==> src/hw/rtl/isld_pkg.sv <==
// Shared types, register codes and constants of the shake and lift detector.
package isld_pkg;

	localparam int CFG_IDX_W  = 3;
	localparam int CFG_DATA_W = 32;
	localparam int THR_W      = 15;
	localparam int G_W        = 15;
	localparam int WIN_W      = 24;
	localparam int PEAK_N_W   = 4;
	localparam int LIFT_W     = 4;
	localparam int STILL_W    = 8;
	localparam int COOL_W     = 32;
	localparam int KIND_W     = 2;
	localparam int DUR_W      = 10;
	localparam int THR2_W     = 2 * THR_W;
	localparam int HI_W       = G_W + 1;
	localparam int HI2_W      = 2 * HI_W;
	localparam int LO2_W      = 2 * G_W;

	typedef enum logic [CFG_IDX_W-1:0] {
		REG_MOTION_THR  = 3'd0,
		REG_ONE_G       = 3'd1,
		REG_WINDOW      = 3'd2,
		REG_PEAKS_NEED  = 3'd3,
		REG_LIFT_NEED   = 3'd4,
		REG_REARM_NEED  = 3'd5,
		REG_COOLDOWN    = 3'd6
	} cfg_reg_t;

	typedef enum logic [KIND_W-1:0] {
		EVT_NONE  = 2'd0,
		EVT_SHAKE = 2'd1,
		EVT_LIFT  = 2'd2
	} evt_kind_t;

	localparam logic [DUR_W-1:0] DUR_NONE  = 10'd0;
	localparam logic [DUR_W-1:0] DUR_SHAKE = 10'd1000;
	localparam logic [DUR_W-1:0] DUR_LIFT  = 10'd500;

	localparam logic [LIFT_W-1:0]  LIFT_MAX  = '1;
	localparam logic [STILL_W-1:0] STILL_MAX = '1;

	localparam logic [THR_W-1:0]    RST_THR        = 15'd1229;
	localparam logic [G_W-1:0]      RST_ONE_G      = 15'd4096;
	localparam logic [WIN_W-1:0]    RST_WINDOW     = 24'd1000000;
	localparam logic [PEAK_N_W-1:0] RST_PEAKS_NEED = 4'd2;
	localparam logic [LIFT_W-1:0]   RST_LIFT_NEED  = 4'd5;
	localparam logic [STILL_W-1:0]  RST_REARM_NEED = 8'd50;
	localparam logic [COOL_W-1:0]   RST_COOLDOWN   = 32'd300000000;

	localparam logic [THR2_W-1:0] RST_THR2 = THR2_W'(1229 * 1229);
	localparam logic [HI2_W-1:0]  RST_HI2  = HI2_W'((4096 + 1229) * (4096 + 1229));
	localparam logic [LO2_W-1:0]  RST_LO2  = LO2_W'((4096 - 1229) * (4096 - 1229));

	typedef struct packed {
		logic [WIN_W-1:0]    window;
		logic [PEAK_N_W-1:0] peaks_need;
		logic [LIFT_W-1:0]   lift_need;
		logic [STILL_W-1:0]  rearm_need;
		logic [COOL_W-1:0]   cooldown;
		logic [THR2_W-1:0]   thr2;
		logic [HI2_W-1:0]    hi2;
		logic [LO2_W-1:0]    lo2;
		logic                lo_en;
	} cfg_t;

endpackage

==> src/hw/rtl/isld_front.sv <==
// Sample pipeline: axis deltas, squares, and the moving classification.
module isld_front #(
	parameter int SAMPLE_WIDTH = 16,
	parameter int TIME_WIDTH   = 48
) (
	input  logic                           clk,
	input  logic                           arst_n,
	input  logic                           in_valid,
	output logic                           in_stall,
	input  logic signed [SAMPLE_WIDTH-1:0] accel_x,
	input  logic signed [SAMPLE_WIDTH-1:0] accel_y,
	input  logic signed [SAMPLE_WIDTH-1:0] accel_z,
	input  logic [TIME_WIDTH-1:0]          time_us,
	input  isld_pkg::cfg_t                 cfg,
	input  logic                           adv,
	output logic                           cls_valid,
	output logic                           cls_moving,
	output logic [TIME_WIDTH-1:0]          cls_time
);
	import isld_pkg::*;

	localparam int DW = SAMPLE_WIDTH + 1;
	localparam int MW = 2 * SAMPLE_WIDTH;
	localparam int QW = 2 * DW;
	localparam int CW = (QW + 2 > HI2_W) ? QW + 2 : HI2_W;

	logic signed [SAMPLE_WIDTH-1:0] prev_x_q, prev_y_q, prev_z_q;
	logic                           prev_vld_q;
	logic                           vld_s1, vld_s2, vld_s3;
	logic                           rdy1, rdy2, rdy3, acc;
	logic signed [SAMPLE_WIDTH-1:0] x_s1, y_s1, z_s1;
	logic signed [DW-1:0]           dx_s1, dy_s1, dz_s1;
	logic [TIME_WIDTH-1:0]          t_s1, t_s2, t_s3;
	logic signed [DW-1:0]           dx_c, dy_c, dz_c;
	logic signed [MW-1:0]           mx2_c, my2_c, mz2_c;
	logic signed [QW-1:0]           dx2_c, dy2_c, dz2_c;
	logic [MW-1:0]                  mx2_s2, my2_s2, mz2_s2;
	logic [QW-1:0]                  dx2_s2, dy2_s2, dz2_s2;
	logic [CW-1:0]                  mag2_c, delta2_c;
	logic                           moving_c, moving_s3;

	assign rdy3     = !vld_s3 || adv;
	assign rdy2     = !vld_s2 || rdy3;
	assign rdy1     = !vld_s1 || rdy2;
	assign in_stall = !rdy1;
	assign acc      = in_valid && rdy1;

	// first sample sees no change
	assign dx_c = prev_vld_q ? ({accel_x[SAMPLE_WIDTH-1], accel_x} -
		{prev_x_q[SAMPLE_WIDTH-1], prev_x_q}) : '0;
	assign dy_c = prev_vld_q ? ({accel_y[SAMPLE_WIDTH-1], accel_y} -
		{prev_y_q[SAMPLE_WIDTH-1], prev_y_q}) : '0;
	assign dz_c = prev_vld_q ? ({accel_z[SAMPLE_WIDTH-1], accel_z} -
		{prev_z_q[SAMPLE_WIDTH-1], prev_z_q}) : '0;

	assign mx2_c = x_s1 * x_s1;
	assign my2_c = y_s1 * y_s1;
	assign mz2_c = z_s1 * z_s1;
	assign dx2_c = dx_s1 * dx_s1;
	assign dy2_c = dy_s1 * dy_s1;
	assign dz2_c = dz_s1 * dz_s1;

	assign mag2_c   = CW'(mx2_s2) + CW'(my2_s2) + CW'(mz2_s2);
	assign delta2_c = CW'(dx2_s2) + CW'(dy2_s2) + CW'(dz2_s2);
	assign moving_c = (delta2_c > CW'(cfg.thr2)) || (mag2_c > CW'(cfg.hi2)) ||
		(cfg.lo_en && (mag2_c < CW'(cfg.lo2)));

	always_ff @(posedge clk or negedge arst_n) begin
		if (!arst_n) begin
			vld_s1     <= 1'b0;
			vld_s2     <= 1'b0;
			vld_s3     <= 1'b0;
			prev_vld_q <= 1'b0;
		end else begin
			if (rdy1)
				vld_s1 <= in_valid;
			if (rdy2)
				vld_s2 <= vld_s1;
			if (rdy3)
				vld_s3 <= vld_s2;
			if (acc)
				prev_vld_q <= 1'b1;
		end
	end

	always_ff @(posedge clk) begin
		if (acc) begin
			prev_x_q <= accel_x;
			prev_y_q <= accel_y;
			prev_z_q <= accel_z;
			x_s1     <= accel_x;
			y_s1     <= accel_y;
			z_s1     <= accel_z;
			dx_s1    <= dx_c;
			dy_s1    <= dy_c;
			dz_s1    <= dz_c;
			t_s1     <= time_us;
		end
		if (rdy2) begin
			mx2_s2 <= mx2_c;
			my2_s2 <= my2_c;
			mz2_s2 <= mz2_c;
			dx2_s2 <= dx2_c;
			dy2_s2 <= dy2_c;
			dz2_s2 <= dz2_c;
			t_s2   <= t_s1;
		end
		if (rdy3) begin
			moving_s3 <= moving_c;
			t_s3      <= t_s2;
		end
	end

	assign cls_valid  = vld_s3;
	assign cls_moving = moving_s3;
	assign cls_time   = t_s3;

endmodule

==> config.mk <==
export PLATFORM = sky130hd
export DESIGN_NAME = isld_front
export DESIGN_NICKNAME = d
export VERILOG_FILES = /design/src/hw/rtl/isld_pkg.sv /design/src/hw/rtl/isld_front.sv
export SDC_FILE = /design/constraint.sdc
export NUM_CORES = 2
export LEC_CHECK = 0
export BUFFER_PORTS_ARGS = -buffer_cell sky130_fd_sc_hd__buf_2
export CORE_ASPECT_RATIO = 0.8
export CORE_UTILIZATION = 50
export DETAILED_ROUTE_END_ITERATION = 12
export PLACE_DENSITY = 0.76
export SLEW_MARGIN = 20
export SYNTH_ARGS = -nofsm -noshare
export SYNTH_HDL_FRONTEND = slang
export SYNTH_SLANG_ARGS = --single-unit
==> constraint.sdc <==
create_clock -name clk -period 8 [get_ports clk]
set_clock_uncertainty 0.05 [all_clocks]
set_input_delay 0.8 -clock clk [delete_from_list [all_inputs] [get_ports clk]]
set_output_delay 0.8 -clock clk [all_outputs]
set_load 0.03 [all_outputs]
==> impl_metrics.env <==
export IMPL_cts_inserted_buffers=50
export IMPL_r2r_start="x_s1[2]$_DFFE_PP_"
export IMPL_ff2ff_setup_slack_ns=0.39
export IMPL_via_count=52340
export IMPL_clkLatencyLatePin_ns=0.65
export IMPL_place_ws_ns=0.5256
export IMPL_final_worst_path_period_share=0.9519
export IMPL_yosys_cell_count_top_type="inv_1"
export IMPL_clockBufferDepth=3
export IMPL_timing_max_transition_violations_final=0
export IMPL_synthArstFlopShare=0.009091
export IMPL_detail_route_wirelength_mm=184.5
export IMPL_ys_seq_area_frac=0.1694
export IMPL_cts_resized=0
export IMPL_detail_route_wl_per_cell_um=18.48
export IMPL_vias_in_the_first_global_route=57330
export IMPL_syn_inst=7639
export IMPL_ys_warnings_count=0
export IMPL_synth_area_top_cells="fa_1 (40%), edfxtp_1 (17%), ha_1 (12%)"
export IMPL_fillerInstances=13330
export IMPL_final_util=0.5406
export IMPL_fin_nets=10490
export IMPL_worstReg2RegEnd="mx2_s2[31]$_DFFE_PP_"
export IMPL_finalNonFillerCells=9984
export IMPL_crit_path_max_fanout=12
export IMPL_synth_edf_count=436
export IMPL_report_final_setup_viol=0
export IMPL_gp_congestion=0.9634
export IMPL_port_buffers=243
export IMPL_max_clock_freq_mhz=131.3
export IMPL_grt_overflow=0
export IMPL_hold_path_end="t_s1[39]$_DFFE_PP_"
export IMPL_synth_ff_latch_count=440
export IMPL_tightest_slew_ns=1.042
export IMPL_initial_utilization=0.5036
export IMPL_cts_clk_slew_worst_paths_ns=0.07
export IMPL_rsz0062_at_grt="false"
export IMPL_grt_util_all_layers=0.2436
export IMPL_detail_route_first_pass_iterations=6
export IMPL_dpl_cell_count=9887
export IMPL_design_core_area_um2=154600
export IMPL_die_area_um2=157300
export IMPL_timing_hold_worst_start="time_us[39]"
export IMPL_die_w_um=443.2
export IMPL_viasPerCell=5.242
export IMPL_max_slew_margin=0.2999
export IMPL_max_cap_violations=0
export IMPL_worstRegToRegCells=23
export IMPL_final_worst_path_period_need_ns=7.615
export IMPL_drive_above_1_share=0.06415
export IMPL_holdCritPathClass="input port to register"
export IMPL_syn_area_um2=77870
export IMPL_dpl_hpwl_mm=158.7
export IMPL_floorplan_die_height_um=355.0
export IMPL_cp_data_arrival_time_ns=7.96
export IMPL_run_status="finished clean"
export IMPL_synth_top_flop_cell="edfxtp_1"
export IMPL_average_instance_area_after_synthesis_um2=10.19
export IMPL_netlist_top_cell_by_area="fa_1"
export IMPL_criticalPathCategory="register to register"
export IMPL_timing_final_hold_violations=0
export IMPL_crit_path_start_kind="register"
export IMPL_tritoncts_clock_tree="yes"
export IMPL_grt_max_degree=130
export IMPL_synth_top_cells_by_count="inv_1 (2092), fa_1 (1563), ha_1 (756)"
export IMPL_top_level_ports=316
export IMPL_grt_first_pass_wirelength_mm=302.0
export IMPL_tns_ns=0
export IMPL_cts_sinks=440
export IMPL_drt_iter0_drc=3450
export IMPL_route_antenna_remaining_nets=0
export IMPL_cp_end_kind="register"
export IMPL_drt_drc=0
export IMPL_crit_required_ns=8.34
export IMPL_synth_cell_type_count=80
export IMPL_worst_hold_path_num_cells=1
export IMPL_htree_levels=2
export IMPL_placement_rows=129
export IMPL_synth_top_area_share=0.4018
export IMPL_area_delta_synth_final_pct=7.340
export IMPL_antenna_found_initial=5
export IMPL_cts_root_buffer="clkbuf_16"
export IMPL_timing_final_ws_setup_ns=0.3852
## cell usage in the layout (no fill, tap or decap), types with 14 or more instances in the layout
cell type / instances
a211oi_1: 39
a21o_1: 131
a21oi_1: 212
a31o_2: 35
a31oi_1: 14
and2_1: 244
and3_1: 41
buf_2: 243
buf_4: 111
clkbuf_16: 51
clkinv_1: 25
edfxtp_1: 436
fa_1: 1563
ha_1: 756
inv_1: 2091
nand2_1: 538
nand2b_1: 40
nand3_1: 58
nand4_1: 27
nor2_1: 346
nor2b_1: 78
nor3_1: 58
nor3b_1: 14
o21a_1: 42
o21ai_0: 125
o21bai_1: 32
or2_2: 19
xnor2_1: 275
xor2_1: 78
## final cells by class
type,count,area (um2),area share
Inverter,2107,7909,0.09462
Tap cell,2030,2540,0.03039
Clock inverter,33,291.5,0.003488
Timing Repair Buffer,356,2079,0.02488
Antenna cell,4,10.01,0.0001198
Sequential cell,440,13190,0.1578
Clock buffer,59,1306,0.01563
Multi-Input combinational cell,4955,56260,0.6730
## cells by family (layout without fill, tap and decap cells)
family | Yosys count | count (layout) | synth area share
other cells | 1 | 7 | 0.00004816
fa+ha+maj | 2319 | 2319 | 0.5233
compound gates | 755 | 755 | 0.06544
simple gates | 1511 | 1511 | 0.09191
xor+xnor | 353 | 353 | 0.03970
mux | 14 | 14 | 0.001816
flops | 440 | 440 | 0.1694
buf+inv | 2246 | 2555 | 0.1084
## stage by stage
step | hold WS [ns] | area [um2]
after floorplan | 0.3503 | 77880
after global placement | 0.3503 | 81970
after detailed placement | 0.3545 | 81970
after CTS | 0.2413 | 83580
after global routing | 0.2606 | 83580
final | 0.2832 | 83590
## critical path: stages (launching register included)
cell	delay, ns
edfxtp_1	0.76
clkinv_1	0.57
nor2_1	0.38
fa_1	0.47
inv_1	0.10
fa_1	0.42
fa_1	0.53
inv_1	0.06
fa_1	0.49
fa_1	0.49
inv_1	0.05
fa_1	0.49
inv_1	0.05
ha_1	0.35
a21o_1	0.18
a21o_1	0.16
a21o_1	0.20
a211oi_1	0.23
o22ai_1	0.18
o41ai_4	0.35
nor3_1	0.13
or3_1	0.37
a21oi_1	0.18
xnor2_1	0.08
## worst max-delay path by stage
stage,from,end
4_1_cts,x_s1[2]$_DFFE_PP_,mx2_s2[31]$_DFFE_PP_
3_3_place_gp,x_s1[2]$_DFFE_PP_,mx2_s2[31]$_DFFE_PP_
3_5_place_dp,dz_s1[15]$_SDFFCE_PN0P_,dz2_s2[33]$_DFFE_PP_
5_1_grt,dz_s1[3]$_SDFFCE_PN0P_,dz2_s2[33]$_DFFE_PP_
2_1_floorplan,adv,dx2_s2[0]$_DFFE_PP_
6_report,x_s1[2]$_DFFE_PP_,mx2_s2[31]$_DFFE_PP_
## sequential cells by signal (all words and copies together), names as in the netlist
signal / count
my2_s2: 31
dy_s1: 17
dx_s1: 17
mx2_s2: 31
y_s1: 16
dx2_s2: 33
x_s1: 16
vld_s2: 1
vld_s1: 1
z_s1: 16
mz2_s2: 31
cls_time: 48
dz2_s2: 33
t_s2: 48
cls_moving: 1
cls_valid: 1
dz_s1: 17
t_s1: 48
dy2_s2: 33
prev_vld_q: 1
## layer usage
metal  up-vias  global-route usage  wire (um)
met3       310             0.04249      14240
met4         4             0.09322       7945
met5         -                   0         23
li1      23940                   -          -
met2      1729              0.4005      86750
met1     26360              0.3232      75560
## repair_timing
item                                   CTS  global route
hold buffers                             1             0
setup buffers                            0             0
setup endpoints to repair                0             0
endpoints found under the hold margin    4             0
Power is not shown: default switching activity piles up to over one toggle a cycle in this logic, so the estimate is an artifact.
