## src/hw/rtl/isld_pkg.sv

```systemverilog
// Shared types, register codes and constants of the shake and lift detector.
package isld_pkg;

	localparam int CFG_IDX_W  = 3;
	localparam int CFG_DATA_W = 32;
	localparam int THR_W      = 15;
	localparam int G_W        = 15;
	localparam int WIN_W      = 24;
	localparam int PEAK_N_W   = 4;
	localparam int LIFT_W     = 4;
	localparam int STILL_W    = 8;
	localparam int COOL_W     = 32;
	localparam int KIND_W     = 2;
	localparam int DUR_W      = 10;
	localparam int THR2_W     = 2 * THR_W;
	localparam int HI_W       = G_W + 1;
	localparam int HI2_W      = 2 * HI_W;
	localparam int LO2_W      = 2 * G_W;

	typedef enum logic [CFG_IDX_W-1:0] {
		REG_MOTION_THR  = 3'd0,
		REG_ONE_G       = 3'd1,
		REG_WINDOW      = 3'd2,
		REG_PEAKS_NEED  = 3'd3,
		REG_LIFT_NEED   = 3'd4,
		REG_REARM_NEED  = 3'd5,
		REG_COOLDOWN    = 3'd6
	} cfg_reg_t;

	typedef enum logic [KIND_W-1:0] {
		EVT_NONE  = 2'd0,
		EVT_SHAKE = 2'd1,
		EVT_LIFT  = 2'd2
	} evt_kind_t;

	localparam logic [DUR_W-1:0] DUR_NONE  = 10'd0;
	localparam logic [DUR_W-1:0] DUR_SHAKE = 10'd1000;
	localparam logic [DUR_W-1:0] DUR_LIFT  = 10'd500;

	localparam logic [LIFT_W-1:0]  LIFT_MAX  = '1;
	localparam logic [STILL_W-1:0] STILL_MAX = '1;

	localparam logic [THR_W-1:0]    RST_THR        = 15'd1229;
	localparam logic [G_W-1:0]      RST_ONE_G      = 15'd4096;
	localparam logic [WIN_W-1:0]    RST_WINDOW     = 24'd1000000;
	localparam logic [PEAK_N_W-1:0] RST_PEAKS_NEED = 4'd2;
	localparam logic [LIFT_W-1:0]   RST_LIFT_NEED  = 4'd5;
	localparam logic [STILL_W-1:0]  RST_REARM_NEED = 8'd50;
	localparam logic [COOL_W-1:0]   RST_COOLDOWN   = 32'd300000000;

	localparam logic [THR2_W-1:0] RST_THR2 = THR2_W'(1229 * 1229);
	localparam logic [HI2_W-1:0]  RST_HI2  = HI2_W'((4096 + 1229) * (4096 + 1229));
	localparam logic [LO2_W-1:0]  RST_LO2  = LO2_W'((4096 - 1229) * (4096 - 1229));

	typedef struct packed {
		logic [WIN_W-1:0]    window;
		logic [PEAK_N_W-1:0] peaks_need;
		logic [LIFT_W-1:0]   lift_need;
		logic [STILL_W-1:0]  rearm_need;
		logic [COOL_W-1:0]   cooldown;
		logic [THR2_W-1:0]   thr2;
		logic [HI2_W-1:0]    hi2;
		logic [LO2_W-1:0]    lo2;
		logic                lo_en;
	} cfg_t;

endpackage

```

## src/hw/rtl/isld_track.sv

```systemverilog
// Event state: arming, cooldown, peak ring, lift count and the result register.
module isld_track #(
	parameter int PEAK_RING_DEPTH = 8,
	parameter int TIME_WIDTH      = 48
) (
	input  logic                                clk,
	input  logic                                arst_n,
	input  isld_pkg::cfg_t                      cfg,
	input  logic                                cls_valid,
	input  logic                                cls_moving,
	input  logic [TIME_WIDTH-1:0]               cls_time,
	output logic                                adv,
	output logic                                out_valid,
	input  logic                                out_stall,
	output logic [isld_pkg::KIND_W-1:0]         event_kind,
	output logic [isld_pkg::DUR_W-1:0]          event_duration_ms,
	output logic                                is_moving
);
	import isld_pkg::*;

	localparam int IW = $clog2(PEAK_RING_DEPTH);
	localparam int PW = $clog2(PEAK_RING_DEPTH + 1);
	localparam int NW = (PW > PEAK_N_W) ? PW : PEAK_N_W;

	logic [TIME_WIDTH-1:0]      peak_time_q [PEAK_RING_DEPTH];
	logic [PEAK_RING_DEPTH-1:0] peak_vld_q, peak_vld_n, hit;
	logic [IW-1:0]              widx_q, widx_n, widx_inc;
	logic [STILL_W-1:0]         still_q, still_n, still_inc;
	logic [LIFT_W-1:0]          lift_q, lift_n, lift_inc;
	logic                       armed_q, armed_n;
	logic                       seen_q, seen_n;
	logic [TIME_WIDTH-1:0]      last_q, last_n, cool_el;
	logic                       cool, shake, ring_wr, take;
	logic [PW-1:0]              peak_cnt;
	evt_kind_t                  kind_c, kind_q;
	logic [DUR_W-1:0]           dur_c, dur_q;
	logic                       out_valid_q, moving_q;

	assign adv  = !out_valid_q || !out_stall;
	assign take = cls_valid && adv;

	always_comb begin
		logic [TIME_WIDTH-1:0] el;
		el  = '0;
		hit = '0;
		for (int i = 0; i < PEAK_RING_DEPTH; i++) begin
			el = (cls_time >= peak_time_q[i]) ? cls_time - peak_time_q[i] : '0;
			if (IW'(i) == widx_q)
				hit[i] = cfg.window != '0;
			else
				hit[i] = peak_vld_q[i] && (el < TIME_WIDTH'(cfg.window));
		end
	end

	assign peak_cnt  = PW'($countones(hit));
	assign shake     = NW'(peak_cnt) >= NW'(cfg.peaks_need);
	assign cool_el   = (cls_time >= last_q) ? cls_time - last_q : '0;
	assign cool      = seen_q && (cool_el < TIME_WIDTH'(cfg.cooldown));
	assign widx_inc  = (widx_q == IW'(PEAK_RING_DEPTH - 1)) ? '0 : widx_q + 1'b1;
	assign still_inc = (still_q == STILL_MAX) ? still_q : still_q + 1'b1;
	assign lift_inc  = (lift_q == LIFT_MAX) ? lift_q : lift_q + 1'b1;

	always_comb begin
		armed_n    = armed_q;
		still_n    = still_q;
		lift_n     = lift_q;
		seen_n     = seen_q;
		last_n     = last_q;
		peak_vld_n = peak_vld_q;
		widx_n     = widx_q;
		ring_wr    = 1'b0;
		kind_c     = EVT_NONE;
		dur_c      = DUR_NONE;
		if (!cls_moving) begin
			still_n = still_inc;
			if (still_inc >= cfg.rearm_need)
				armed_n = 1'b1;
			lift_n     = '0;
			peak_vld_n = '0;
		end else begin
			still_n = '0;
			if (armed_q && !cool) begin
				ring_wr = 1'b1;
				for (int i = 0; i < PEAK_RING_DEPTH; i++)
					if (IW'(i) == widx_q)
						peak_vld_n[i] = 1'b1;
				widx_n = widx_inc;
				if (shake) begin
					armed_n    = 1'b0;
					lift_n     = '0;
					last_n     = cls_time;
					seen_n     = 1'b1;
					peak_vld_n = '0;
					kind_c     = EVT_SHAKE;
					dur_c      = DUR_SHAKE;
				end else begin
					lift_n = lift_inc;
					if (lift_inc >= cfg.lift_need) begin
						armed_n = 1'b0;
						lift_n  = '0;
						last_n  = cls_time;
						seen_n  = 1'b1;
						kind_c  = EVT_LIFT;
						dur_c   = DUR_LIFT;
					end
				end
			end
		end
	end

	always_ff @(posedge clk or negedge arst_n) begin
		if (!arst_n) begin
			armed_q     <= 1'b1;
			still_q     <= '0;
			lift_q      <= '0;
			seen_q      <= 1'b0;
			last_q      <= '0;
			peak_vld_q  <= '0;
			widx_q      <= '0;
			out_valid_q <= 1'b0;
		end else begin
			if (take) begin
				armed_q    <= armed_n;
				still_q    <= still_n;
				lift_q     <= lift_n;
				seen_q     <= seen_n;
				last_q     <= last_n;
				peak_vld_q <= peak_vld_n;
				widx_q     <= widx_n;
			end
			if (adv)
				out_valid_q <= cls_valid;
		end
	end

	always_ff @(posedge clk) begin
		if (take) begin
			kind_q   <= kind_c;
			dur_q    <= dur_c;
			moving_q <= cls_moving;
			if (ring_wr)
				peak_time_q[widx_q] <= cls_time;
		end
	end

	assign out_valid         = out_valid_q;
	assign event_kind        = kind_q;
	assign event_duration_ms = dur_q;
	assign is_moving         = moving_q;

endmodule

```

## config.mk

```make
export PLATFORM = sky130hd
export DESIGN_NAME = isld_track
export DESIGN_NICKNAME = d
export VERILOG_FILES = /design/src/hw/rtl/isld_pkg.sv /design/src/hw/rtl/isld_track.sv
export SDC_FILE = /design/constraint.sdc
export NUM_CORES = 2
export LEC_CHECK = 0
export ABC_CLOCK_PERIOD_IN_PS = 10800
export BUFFER_PORTS_ARGS = -buffer_cell sky130_fd_sc_hd__buf_4
export CORE_MARGIN = 8
export CORE_UTILIZATION = 30
export DETAILED_ROUTE_END_ITERATION = 12
export GPL_TIMING_DRIVEN = 0
export PLACE_DENSITY_LB_ADDON = 0.15
export SLEW_MARGIN = 20
export SYNTH_ARGS = -nofsm -noshare
export SYNTH_HDL_FRONTEND = slang
export SYNTH_SLANG_ARGS = --single-unit
export TNS_END_PERCENT = 1
```

## constraint.sdc

```tcl
create_clock -name clk -period 10.8 [get_ports clk]
set_clock_uncertainty 0.2 [all_clocks]
set_input_delay 2.16 -clock clk [delete_from_list [all_inputs] [get_ports clk]]
set_output_delay 2.16 -clock clk [all_outputs]
set_load 0.1 [all_outputs]
```

==> impl_metrics.env <==
export IMPL_cap_violations=0
export IMPL_rsz0062_at_grt="true"
export IMPL_finalMaxSlewViolations=0
export IMPL_p_per_area_mw_per_mm2=135
export IMPL_n_fill_cell=17300
export IMPL_syn_to_final_growth_pct=14.7
export IMPL_fin_ws_ns=-1.14
export IMPL_ioPinCount=233
export IMPL_cellInternalPower_w=0.00473
export IMPL_hold_buffers=0
export IMPL_clkSlewWorstSetupHoldPaths_ns=0.06
export IMPL_path_class="input pin to flip-flop"
export IMPL_fin_hold_ws_ns=0.278
export IMPL_rows=149
export IMPL_wl_per_cell_um=21.9
export IMPL_synthArstFlopShare_pct=16.0
export IMPL_pre_cts_slack_ns=-4.74
export IMPL_critPathBufInv=9
export IMPL_pwr_share_comb_pct=42.6
export IMPL_setup_violations=65
export IMPL_cts_htree_levels=3
export IMPL_final_cells=8495
export IMPL_slew_headroom_pct=23.1
export IMPL_numCtsBuffers=68
export IMPL_first_pass_iters=6
export IMPL_crit_required_ns=11.14
export IMPL_grt_pass1_wl_um=277000
export IMPL_ys_ff_latch=462
export IMPL_violations="setup timing"
export IMPL_hp_class="flip-flop to flip-flop"
export IMPL_nets=7157
export IMPL_cts_path_max_buffers=3
export IMPL_dieArea_mm2=0.179
export IMPL_status="finished, violations left"
export IMPL_port_buffers=137
export IMPL_ys_types=109
export IMPL_layout_drive_gt1_share_pct=8.68
export IMPL_finalPower_w=0.00770
export IMPL_layout_common_cells="669 x ha_1, 639 x inv_1, 483 x a21oi_1, 459 x nor2_1, 416 x nand2_1"
export IMPL_design_area_mm2=0.0572
export IMPL_start_util_pct=30.2
export IMPL_cts_root_buf="clkbuf_16"
export IMPL_drc_errors=0
export IMPL_critPathSlowestCell="fa_1"
export IMPL_vias=45800
export IMPL_max_stage_delay_ns=0.58
export IMPL_synth_flop_cell="edfxtp_1"
export IMPL_p_switching_w=0.00297
export IMPL_viasPerCell=5.39
export IMPL_drtIter0Drc=3478
export IMPL_worst_slew_pin_slew_ns=1.15
export IMPL_start_kind="input pin"
export IMPL_place_inst=8347
export IMPL_clockPowerShare_pct=30.2
export IMPL_wl_um=186000
export IMPL_max_vdd_ir_drop_v=0.000213
export IMPL_grt_max_degree=75
export IMPL_clock_sinks=462
export IMPL_dp_hpwl_um=135000
export IMPL_p_leak_nw=25.5
export IMPL_final_common_cell="ha_1"
export IMPL_seq_area_frac_synth_pct=27.1
export IMPL_period_minus_slack_ns=11.94
export IMPL_synth_cells=5967
export IMPL_fmax_mhz=83.7
export IMPL_core_area_mm2=0.165
export IMPL_synth_edf_count=388
export IMPL_p_seq_share_pct=27.2
export IMPL_crit_fanout=7
export IMPL_finalHoldViolCount=0
export IMPL_die_h_um=424
export IMPL_synth_warnings=0
export IMPL_syn_avg_cell_area_um2=8.35
export IMPL_antenna_found_initial=28
export IMPL_grt_overflow_total=0
export IMPL_synth_area_leaders="edfxtp_1 23%, ha_1 17%, a21oi_1 4.9%"
export IMPL_min_period_over_period_pct=111
export IMPL_worstPathArrival_ns=12.28
export IMPL_grt_util_all_layers_pct=20.0
export IMPL_placed_area_mm2=0.0540
export IMPL_insertion_delay_ns=0.68
export IMPL_critPathTopFamily="adder cells"
export IMPL_fp_dieW_um=424
export IMPL_endpoint_kind="flip-flop"
export IMPL_post_synth_instance_area_mm2=0.0498
export IMPL_synth_top_area_cell="edfxtp_1"
export IMPL_synthDominantCellAreaShare_pct=23.4
export IMPL_p_sw_share_pct=38.6
export IMPL_gp_congestion=0.886
export IMPL_grt_pass1_vias=44000
export IMPL_ant_nets=0
export IMPL_cts_tree="done"
routing by layer:
| metal | global-route usage, % | routed length, um | vias up |
|---|---|---|---|
| met5 | 0 | 34 | - |
| met4 | 6.20 | 6370 | 4 |
| met3 | 2.33 | 7950 | 238 |
| met2 | 33.7 | 86600 | 1091 |
| met1 | 26.8 | 85400 | 21900 |
| li1 | - | - | 22600 |
final timing paths:
path	slack [ns]	start	to	depth (start not counted)
max in group asynchronous	8.50	arst_n	peak_vld_q[6]	1
worst max-delay path	-1.14	cls_time[0]	last_q[29]	44
min in group asynchronous	1.33	arst_n	last_q[35]	1
worst max register to register	0.29	peak_time_q[3][9]	last_q[29]	38
worst min-delay path	0.28	seen_q	seen_q	1
worst min register to register	0.28	seen_q	seen_q	1
layout make-up:
type | count | area, um2 | share of cell area, %
antenna | 1 | 2.50 | 0.00438
buffer | 185 | 855 | 1.49
clock buffer | 85 | 1800 | 3.14
clock inverter | 38 | 467 | 0.816
inverter | 644 | 2420 | 4.24
multi-input combinational | 4675 | 33600 | 58.9
sequential | 462 | 13500 | 23.6
tap | 2189 | 2740 | 4.79
timing repair buffer | 216 | 1730 | 3.03
power by group through the flow:
| stage | registers, W | clock network [W] | logic (W) |
|---|---|---|---|
| after global routing | 0.00210 | 0.00247 | 0.00362 |
| final | 0.00209 | 0.00233 | 0.00328 |
| after detailed placement | 0.00213 | 0 | 0.00301 |
| after floorplan | 0.00211 | 0 | 0.00201 |
| after global placement | 0.00213 | 0 | 0.00299 |
| after CTS | 0.00209 | 0.00242 | 0.00330 |
cells by family after synthesis:
| group | synth area share (%) |
|---|---|
| multiplexers | 2.13 |
| XOR/XNOR | 4.85 |
| AO/OA/AOI/OAI | 23.6 |
| adder cells (fa/ha/maj) | 17.4 |
| other | 0.00753 |
| buffers and inverters | 6.47 |
| flip-flops | 27.1 |
| AND/OR/NAND/NOR | 18.4 |
metrics by stage:
stage	utilization, %	setup TNS, ns
6_report	34.6	-64.01
5_1_grt	34.6	-91.10
4_1_cts	34.6	-68.69
3_5_place_dp	32.7	-339.11
3_3_place_gp	32.5	-2406.47
2_1_floorplan	-	-441.98
repair_timing:
item	4_1_cts	5_1_grt
buffers inserted	24	2
endpoints found under the setup margin	77	83
cloned	0	0
resized for setup	128	26
pin swaps	47	32
synth_stat cells (65+ instances only):
cell,instances
a211oi_1,65
a21o_1,296
a21oi_1,492
a31oi_1,70
and2_1,79
and3_1,98
clkbuf_1,158
dfrtp_1,73
edfxtp_1,388
ha_1,674
inv_1,642
nand2_1,417
nand2b_1,65
nand3_1,136
nand4_1,155
nor2_1,464
nor2b_1,74
nor3_1,118
nor4_1,68
o21ai_0,315
o21bai_1,65
xnor2_1,161
xor2_1,115
state kept, by name, summed over array words and instances (netlist names):
signal and flops:
lift_q 4, peak_vld_q 8, widx_q 3, last_q 48, event_duration_ms 3, armed_q 1, is_moving 1, seen_q 1
peak_time_q 384, out_valid 1, still_q 8
Power figures use the tool's default switching activity.
