<file path="src/hw/rtl/isld_pkg.sv">
// Shared types, register codes and constants of the shake and lift detector.
package isld_pkg;

	localparam int CFG_IDX_W  = 3;
	localparam int CFG_DATA_W = 32;
	localparam int THR_W      = 15;
	localparam int G_W        = 15;
	localparam int WIN_W      = 24;
	localparam int PEAK_N_W   = 4;
	localparam int LIFT_W     = 4;
	localparam int STILL_W    = 8;
	localparam int COOL_W     = 32;
	localparam int KIND_W     = 2;
	localparam int DUR_W      = 10;
	localparam int THR2_W     = 2 * THR_W;
	localparam int HI_W       = G_W + 1;
	localparam int HI2_W      = 2 * HI_W;
	localparam int LO2_W      = 2 * G_W;

	typedef enum logic [CFG_IDX_W-1:0] {
		REG_MOTION_THR  = 3'd0,
		REG_ONE_G       = 3'd1,
		REG_WINDOW      = 3'd2,
		REG_PEAKS_NEED  = 3'd3,
		REG_LIFT_NEED   = 3'd4,
		REG_REARM_NEED  = 3'd5,
		REG_COOLDOWN    = 3'd6
	} cfg_reg_t;

	typedef enum logic [KIND_W-1:0] {
		EVT_NONE  = 2'd0,
		EVT_SHAKE = 2'd1,
		EVT_LIFT  = 2'd2
	} evt_kind_t;

	localparam logic [DUR_W-1:0] DUR_NONE  = 10'd0;
	localparam logic [DUR_W-1:0] DUR_SHAKE = 10'd1000;
	localparam logic [DUR_W-1:0] DUR_LIFT  = 10'd500;

	localparam logic [LIFT_W-1:0]  LIFT_MAX  = '1;
	localparam logic [STILL_W-1:0] STILL_MAX = '1;

	localparam logic [THR_W-1:0]    RST_THR        = 15'd1229;
	localparam logic [G_W-1:0]      RST_ONE_G      = 15'd4096;
	localparam logic [WIN_W-1:0]    RST_WINDOW     = 24'd1000000;
	localparam logic [PEAK_N_W-1:0] RST_PEAKS_NEED = 4'd2;
	localparam logic [LIFT_W-1:0]   RST_LIFT_NEED  = 4'd5;
	localparam logic [STILL_W-1:0]  RST_REARM_NEED = 8'd50;
	localparam logic [COOL_W-1:0]   RST_COOLDOWN   = 32'd300000000;

	localparam logic [THR2_W-1:0] RST_THR2 = THR2_W'(1229 * 1229);
	localparam logic [HI2_W-1:0]  RST_HI2  = HI2_W'((4096 + 1229) * (4096 + 1229));
	localparam logic [LO2_W-1:0]  RST_LO2  = LO2_W'((4096 - 1229) * (4096 - 1229));

	typedef struct packed {
		logic [WIN_W-1:0]    window;
		logic [PEAK_N_W-1:0] peaks_need;
		logic [LIFT_W-1:0]   lift_need;
		logic [STILL_W-1:0]  rearm_need;
		logic [COOL_W-1:0]   cooldown;
		logic [THR2_W-1:0]   thr2;
		logic [HI2_W-1:0]    hi2;
		logic [LO2_W-1:0]    lo2;
		logic                lo_en;
	} cfg_t;

endpackage

</file>
<file path="src/hw/rtl/isld_cfg.sv">
// Configuration registers and the squared thresholds derived from them.
module isld_cfg (
	input  logic                               clk,
	input  logic                               arst_n,
	input  logic                               cfg_valid,
	output logic                               cfg_ready,
	input  logic [isld_pkg::CFG_IDX_W-1:0]     cfg_index,
	input  logic [isld_pkg::CFG_DATA_W-1:0]    cfg_data,
	output isld_pkg::cfg_t                     cfg
);
	import isld_pkg::*;

	logic [THR_W-1:0]    thr_q;
	logic [G_W-1:0]      one_g_q;
	logic [WIN_W-1:0]    window_q;
	logic [PEAK_N_W-1:0] peaks_need_q;
	logic [LIFT_W-1:0]   lift_need_q;
	logic [STILL_W-1:0]  rearm_need_q;
	logic [COOL_W-1:0]   cooldown_q;
	logic [THR2_W-1:0]   thr2_q;
	logic [HI2_W-1:0]    hi2_q;
	logic [LO2_W-1:0]    lo2_q;
	logic                lo_en_q;
	logic [HI_W-1:0]     hi_c;
	logic [G_W-1:0]      lo_c;

	assign cfg_ready = 1'b1;
	assign hi_c = {1'b0, one_g_q} + {1'b0, thr_q};
	assign lo_c = one_g_q - thr_q;

	always_ff @(posedge clk or negedge arst_n) begin
		if (!arst_n) begin
			thr_q        <= RST_THR;
			one_g_q      <= RST_ONE_G;
			window_q     <= RST_WINDOW;
			peaks_need_q <= RST_PEAKS_NEED;
			lift_need_q  <= RST_LIFT_NEED;
			rearm_need_q <= RST_REARM_NEED;
			cooldown_q   <= RST_COOLDOWN;
		end else if (cfg_valid) begin
			case (cfg_index)
				REG_MOTION_THR: thr_q <= THR_W'(cfg_data);
				REG_ONE_G: one_g_q <= G_W'(cfg_data);
				REG_WINDOW: window_q <= WIN_W'(cfg_data);
				REG_PEAKS_NEED: peaks_need_q <= PEAK_N_W'(cfg_data);
				REG_LIFT_NEED: lift_need_q <= LIFT_W'(cfg_data);
				REG_REARM_NEED: rearm_need_q <= STILL_W'(cfg_data);
				REG_COOLDOWN: cooldown_q <= COOL_W'(cfg_data);
				default: begin
				end
			endcase
		end
	end

	// square the thresholds in the config block so the sample path only compares
	always_ff @(posedge clk or negedge arst_n) begin
		if (!arst_n) begin
			thr2_q  <= RST_THR2;
			hi2_q   <= RST_HI2;
			lo2_q   <= RST_LO2;
			lo_en_q <= 1'b1;
		end else begin
			thr2_q  <= thr_q * thr_q;
			hi2_q   <= hi_c * hi_c;
			lo2_q   <= lo_c * lo_c;
			lo_en_q <= one_g_q > thr_q;
		end
	end

	always_comb begin
		cfg.window     = window_q;
		cfg.peaks_need = peaks_need_q;
		cfg.lift_need  = lift_need_q;
		cfg.rearm_need = rearm_need_q;
		cfg.cooldown   = cooldown_q;
		cfg.thr2       = thr2_q;
		cfg.hi2        = hi2_q;
		cfg.lo2        = lo2_q;
		cfg.lo_en      = lo_en_q;
	end

endmodule

</file>
<file path="config.mk">
export PLATFORM = sky130hd
export DESIGN_NAME = isld_cfg
export DESIGN_NICKNAME = d
export VERILOG_FILES = /design/src/hw/rtl/isld_pkg.sv /design/src/hw/rtl/isld_cfg.sv
export SDC_FILE = /design/constraint.sdc
export NUM_CORES = 1
export LEC_CHECK = 0
export ABC_AREA = 0
export ABC_CLOCK_PERIOD_IN_PS = 11500
export BUFFER_PORTS_ARGS = -buffer_cell sky130_fd_sc_hd__buf_2
export CORE_MARGIN = 5
export CORE_UTILIZATION = 30
export CTS_CLUSTER_DIAMETER = 80
export DETAILED_ROUTE_END_ITERATION = 8
export SYNTH_ARGS = -nofsm -noshare
export SYNTH_HDL_FRONTEND = slang
export SYNTH_SLANG_ARGS = --single-unit
</file>
<file path="constraint.sdc">
create_clock -name clk -period 11.5 [get_ports clk]
set_clock_uncertainty 0.2 [all_clocks]
set_input_delay 0.575 -clock clk [delete_from_list [all_inputs] [get_ports clk]]
set_output_delay 0.575 -clock clk [all_outputs]
set_load 0.1 [all_outputs]
</file>
==> metrics.yaml, run 1 <==
cp_num_buf_inv: 5
synth.top_cell.area_share_pct: 33.1
rsz0062_at_grt: "no"
ant_nets: 0
layout_commonest_cell: "inv_1"
ys_async_sr_fraction_pct: 100
initialDrtViolationCount: 1107
synth_seq_cells: 191
cts.clk_slew.worst_paths_ns: 0.09
cp_max_fo: 10
layout.area.seq_mm2: 0.00486
start_util_pct: 30.2
finalSetupViolCount: 0
synthAdderAreaFrac_pct: 47.1
multi_input_area_mm2: 0.0191
cpPeakStageDelay_ns: 0.93
path_class: "flip-flop to flip-flop"
num_vias: 18700
fin_nets: 3661
arrival_ns: 9.70
grt_pass1_vias: 19900
cp-end-kind: "flip-flop"
die_h_um: 308
synth_area_leaders: "fa_1 (33%), ha_1 (14%), dfrtp_1 (12%), inv_1 (8.7%), dfstp_2 (6.2%)"
synth_edf_count: 0
seq_area_frac_synth_pct: 18.2
post_synth.cell_area_avg_um2: 9.79
postCtsHoldBufs: 1
syn_area_mm2: 0.0266
critPathLaunch: "thr_q[2]"
drc: 0
cts_sinks: 191
yosysTopAreaCell: "fa_1"
hold_violations: 0
cts_buffer_depth: 2
worstRegToRegCells: 27
h-tree-depth: 4
clkLatencyLatePin_ns: 0.53
cts_setup_buffers: 0
dr.pass1.iters: 5
worstSetupEndpoint: "hi2_q[24]"
slowest_stage: "a2111oi_0"
startpoint_type: "flip-flop"
area_growth_pct: 11.0
final_layout_size_suffix_gt1_share_pct: 15.1
ys.flop_type: "dfrtp_1"
ios: 204
hold_path.class: "input pin to flip-flop"
cts_resized: 0
routedWlPerCell_um: 16.0
synth_top_family_by_area: "adder cells"
cp.depth: 27
chipWidth_um: 308
io_buffer_count: 199
maxCapViolCount: 0
nFillCells: 9025
slew_headroom_pct: 27.1
numCtsBuffers: 17
final_cell_mix: "inv_1 (618), fa_1 (440), ha_1 (299)"
timing.rr.end: "hi2_q[24]"
grt_overflow: 0
postSynthCellCount: 2719
synthMuxAreaShare_pct: 3.72
drt_wl_total_mm: 65.1
cts_tree: "done"
grt_max_degree: 70
yosys.area_share.simple_pct: 9.28
rrSetupSlack_ns: 2.03
cpMostUsedCell: "fa_1"
period_share_pct: 82.3
antenna_found_initial: 4
core_area_mm2: 0.0882
synth_compound_area_share_pct: 7.03
pre_cts_ws_ns: 2.08
synthXorXnorAreaFrac_pct: 4.30
tightest_slew_ns: 1.09
synth_cell_type_count: 68
fin_crit_ns: 9.47
clock.fmax_mhz: 106
yosys_warnings: 0
crit-reg2reg-launch: "thr_q[2]"
grt_pass1_wl_mm: 107
dieArea_mm2: 0.0948
cp.required_ns: 11.74
cp_top_family: "adder cells"
status: "finished clean"
grt_usage_pct: 14.2
place_hpwl_mm: 54.3
via_per_inst: 4.59
fin_tns_setup_ns: 0
rows: 109
routabilityCongestion: 0.865
finalMaxSlewViolations: 0
layout_setup_ws_ns: 2.03
root_buffer: "clkbuf_16"
[Yosys cell counts, types with 9 or more instances]
cell type / instances
mux2_2: 88
dfstp_2: 63
a21o_1: 52
clkinv_1: 10
nand2_1: 217
nand4_1: 12
dfrtp_1: 128
nor2b_1: 14
nor2_1: 213
clkbuf_1: 57
nand3_1: 22
o21a_1: 12
fa_1: 440
inv_1: 618
a21oi_1: 92
a211oi_1: 12
xnor2_1: 79
xor2_1: 38
nand2b_1: 18
nor3_1: 13
o21ai_0: 56
and2_1: 28
o21bai_1: 11
ha_1: 299
inv_2: 9
[cell families (layout without fill, tap and decap cells)]
kind of cell | after synthesis | after routing
XOR/XNOR | 123 | 123
AND/OR/NAND/NOR | 569 | 569
multiplexers | 88 | 88
other | 2 | 5
flip-flops | 191 | 191
adder cells (fa/ha/maj) | 739 | 739
AO/OA/AOI/OAI | 294 | 294
buffers and inverters | 713 | 889
[layer usage]
| layer | wire, um | vias to the layer above | track usage (%) |
|---|---|---|---|
| li1 | - | 8715 | - |
| met1 | 28400 | 9439 | 19.0 |
| met2 | 31500 | 441 | 23.6 |
| met3 | 3950 | 71 | 3.25 |
| met4 | 1190 | 0 | 3.57 |
| met5 | 0 | - | 0 |
[worst min path at each step]
stage,startpoint,endpoint,slack (ns),depth (start not counted)
2_1_floorplan,arst_n,cooldown_q[0],0.08,0
3_3_place_gp,cooldown_q[27],cooldown_q[27],0.28,1
3_5_place_dp,cooldown_q[29],cooldown_q[29],0.29,1
4_1_cts,cfg_data[31],cooldown_q[31],0.04,2
5_1_grt,cfg_data[31],cooldown_q[31],0.06,2
6_report,cfg_data[31],cooldown_q[31],0.09,2
[metrics by stage]
stage	util [%]	std cells	cell area (um^2)	hold WS (ns)
floorplan	-	2721	26600	0.0794
global placement	32.8	4029	28900	0.283
detailed placement	32.8	4029	28900	0.288
CTS	33.5	4062	29600	0.0401
global route	33.5	4062	29600	0.0587
finish	33.5	4063	29600	0.0887
[cell type report]
cell class                 instances  share of cell area (%)
timing repair buffer             220                    3.94
antenna                            1                 0.00847
multi-input combinational       1817                    64.5
inverter                         637                    8.09
clock buffer                      17                    1.44
tap                             1165                    4.93
clock inverter                    15                   0.660
sequential                       191                    16.4
[sequential cells by signal, summed over array words and instances (netlist names)]
register      cells
cooldown_q       32
hi2_q            30
lift_need_q       4
lo2_q            29
lo_en_q           1
one_g_q          15
peaks_need_q      4
rearm_need_q      8
thr2_q           29
thr_q            15
window_q         24
Power of run 1 is left out: the tool's default activity adds up to more than one toggle a clock period on the data nets, which glitch-free logic cannot reach.
==> run 2: changes to the inputs <==
--- a/config.mk
+++ b/config.mk
@@ -5,8 +5,8 @@
 export SDC_FILE = /design/constraint.sdc
 export NUM_CORES = 1
 export LEC_CHECK = 0
-export ABC_AREA = 0
-export ABC_CLOCK_PERIOD_IN_PS = 11500
+export ABC_AREA = 1
+export ABC_CLOCK_PERIOD_IN_PS = 9600
 export BUFFER_PORTS_ARGS = -buffer_cell sky130_fd_sc_hd__buf_2
 export CORE_MARGIN = 5
 export CORE_UTILIZATION = 30
==> constraint.sdc (replaced) <==
create_clock -name clk -period 9.6 [get_ports clk]
set_clock_uncertainty 0.2 [all_clocks]
set_input_delay 0.48 -clock clk [delete_from_list [all_inputs] [get_ports clk]]
set_output_delay 0.48 -clock clk [all_outputs]
set_load 0.1 [all_outputs]
==> metrics.yaml, run 2 <==
status: "finished clean"  # unchanged
fin_nets: 4283  # was 3661
clock.fmax_mhz: 117  # was 106 MHz
cts.clk_slew.worst_paths_ns: 0.09  # about the same
clkLatencyLatePin_ns: 0.54  # was 0.53 ns
synth_most_common_cell: "inv_1"  # unchanged
fin_crit_ns: 8.57  # was 9.47 ns
rsz0062_at_grt: "no"  # unchanged
grt_pass1_wl_mm: 122  # was 107 mm
yosysTopAreaCell: "fa_1"  # unchanged
seq_area_frac_synth_pct: 17.4  # was 18.2%
h-tree-depth: 4  # unchanged
num_vias: 21400  # was 18700
synthAdderAreaFrac_pct: 44.9  # was 47.1%
yosys.area_share.simple_pct: 14.9  # was 9.28%
rows: 112  # was 109
slowest_stage: "dfrtp_1"  # was a2111oi_0
cp.required_ns: 9.81  # was 11.74 ns
worstRegToRegCells: 32  # was 27
cts_tree: "done"  # unchanged
maxCapViolCount: 0  # unchanged
yosys_warnings: 0  # unchanged
fin_tns_setup_ns: 0  # unchanged
grt_max_degree: 70  # unchanged
synth_top_family_by_area: "adder cells"  # unchanged
slew_headroom_pct: 22.6  # was 27.1%
top_regs: "cooldown_q x32, hi2_q x30"  # unchanged
nFillCells: 9766  # was 9025
drc: 0  # unchanged
core_area_mm2: 0.0929  # was 0.0882 mm^2
final_cell_mix: "inv_1 (830), nand2_1 (630), fa_1 (440)"  # was inv_1 (618), fa_1 (440), ha_1 (299)
ant_nets: 0  # unchanged
worstHoldPathCells: 3  # was 2
grt_overflow: 0  # unchanged
dieArea_mm2: 0.0993  # was 0.0948 mm^2
numCtsBuffers: 17  # unchanged
arrival_ns: 8.79  # was 9.70 ns
antenna_found_initial: 1  # was 4
routabilityCongestion: 0.910  # was 0.865
via_per_inst: 4.48  # was 4.59
cts_setup_buffers: 0  # unchanged
ys_async_sr_fraction_pct: 100  # unchanged
cts_buffer_depth: 2  # unchanged
synth_edf_count: 0  # unchanged
die_h_um: 315  # was 308 um
layout_commonest_cell: "inv_1"  # unchanged
place_hpwl_mm: 61.4  # was 54.3 mm
cp-end-kind: "flip-flop"  # unchanged
ys.flop_type: "dfrtp_1"  # unchanged
synth_cell_type_count: 47  # was 68
synth_common_cells: "inv_1 (830), nand2_1 (631), fa_1 (440)"  # was inv_1 (618), fa_1 (440), ha_1 (299)
grt_pass1_vias: 22500  # was 19900
synthXorXnorAreaFrac_pct: 3.58  # was 4.30%
io_buffer_count: 199  # unchanged
syn_area_mm2: 0.0279  # was 0.0266 mm^2
place_inst: 4723  # was 4029
hold_violations: 0  # unchanged
cpPeakStageDelay_ns: 0.83  # was 0.93 ns
hold_path.class: "input pin to flip-flop"  # unchanged
synth.top_cell.area_share_pct: 31.5  # was 33.1%
final_layout_size_suffix_gt1_share_pct: 10.4  # was 15.1%
initialDrtViolationCount: 1297  # was 1107
path_class: "flip-flop to flip-flop"  # unchanged
synthMuxAreaShare_pct: 0.322  # was 3.72%
dr.pass1.iters: 5  # unchanged
ios: 204  # unchanged
routedWlPerCell_um: 15.7  # was 16.0 um
postSynthCellCount: 3329  # was 2719
post_synth.cell_area_avg_um2: 8.39  # was 9.79 um^2
finalSetupViolCount: 0  # unchanged
area_growth_pct: 11.3  # was 11.0%
drt_wl_total_mm: 74.9  # was 65.1 mm
root_buffer: "clkbuf_16"  # unchanged
start_util_pct: 30.1  # was 30.2%
cts_sinks: 191  # unchanged
synth_seq_cells: 191  # unchanged
synth_compound_area_share_pct: 6.01  # was 7.03%
tightest_slew_ns: 1.16  # was 1.09 ns
chipWidth_um: 315  # was 308 um
instances_no_fill: 4774  # was 4063
period_share_pct: 89.3  # was 82.3%
top_register: "cooldown_q"  # unchanged
largest_reg_flops: 32  # unchanged
cp_max_fo: 18  # was 10
finalMaxSlewViolations: 0  # unchanged
startpoint_type: "flip-flop"  # unchanged
synth_area_leaders: "fa_1 (32%), ha_1 (13%), dfrtp_1 (11%), inv_1 (11%), nand2_1 (8.5%)"  # was fa_1 (33%), ha_1 (14%), dfrtp_1 (12%), inv_1 (8.7%), dfstp_2 (6.2%)
grt_usage_pct: 15.5  # was 14.2%
run 2: cell types whose count changed in the layout (fill, tap and decap cells not counted), sizes merged, moves of 37 or more:
cell	before	now
nand3	22	87
o21ai	62	149
inv	636	851
a21o	52	15
mux2	88	8
xnor2	85	18
nand2	217	640
xor2	38	88
nor2	215	260
run 2: worst max-delay path: cells and delay by family (launching register included):
kind            cells  cell delay (ns)
fa+ha+maj           8             3.74
compound gates      2             0.26
simple gates       15             1.93
flops               1             0.83
xor+xnor            1             0.77
buf+inv             6             0.70
run 2: worst paths after layout:
path | slack [ns] | to | start
max in group asynchronous | 7.49 | window_q[13] | arst_n
worst min register to register | 0.28 | rearm_need_q[3] | rearm_need_q[3]
worst min-delay path | 0.09 | window_q[14] | cfg_data[14]
worst max-delay path | 1.03 | hi2_q[29] | thr_q[1]
min in group asynchronous | 0.31 | lo2_q[9] | arst_n
worst max register to register | 1.03 | hi2_q[29] | thr_q[1]
run 2: cell families after synthesis:
family,after synthesis
xor+xnor,106
simple gates,1041
other cells,2
flops,191
mux,8
buf+inv,934
compound gates,308
fa+ha+maj,739
run 2: cell type report:
| type | instances | area [um^2] | share of cell area (%) |
|---|---|---|---|
| multi-input combinational | 2206 | 19500 | 62.7 |
| tap | 1254 | 1570 | 5.04 |
| timing repair buffer | 241 | 1370 | 4.39 |
| sequential | 191 | 4860 | 15.6 |
| clock inverter | 14 | 178 | 0.571 |
| antenna | 1 | 2.50 | 0.00805 |
| inverter | 849 | 3190 | 10.2 |
| clock buffer | 18 | 429 | 1.38 |
run 2: stage by stage:
| stage | setup WS, ns | cell area (um^2) | utilization (%) | hold slack [ns] |
|---|---|---|---|---|
| 2_1_floorplan | 2.32 | 27900 | - | -0.0156 |
| 3_3_place_gp | 1.10 | 30300 | 32.6 | 0.262 |
| 3_5_place_dp | 1.05 | 30300 | 32.6 | 0.270 |
| 4_1_cts | 1.03 | 31100 | 33.5 | 0.0679 |
| 5_1_grt | 0.444 | 31100 | 33.5 | 0.106 |
| 6_report | 1.03 | 31100 | 33.5 | 0.0866 |
run 2: what timing repair did:
action                                  in CTS  in global routing
endpoints found under the setup margin       0                  0
hold buffers                                18                  0
endpoints found under the hold margin       68                  0
resized for setup                            0                  0
run 2: routing by layer:
layer	global-route usage [%]	routed length (um)
met1	20.1	32400
met2	27.0	37500
met5	0	0
met4	3.71	1230
met3	2.73	3780
Power of run 2 is left out for the same reason.
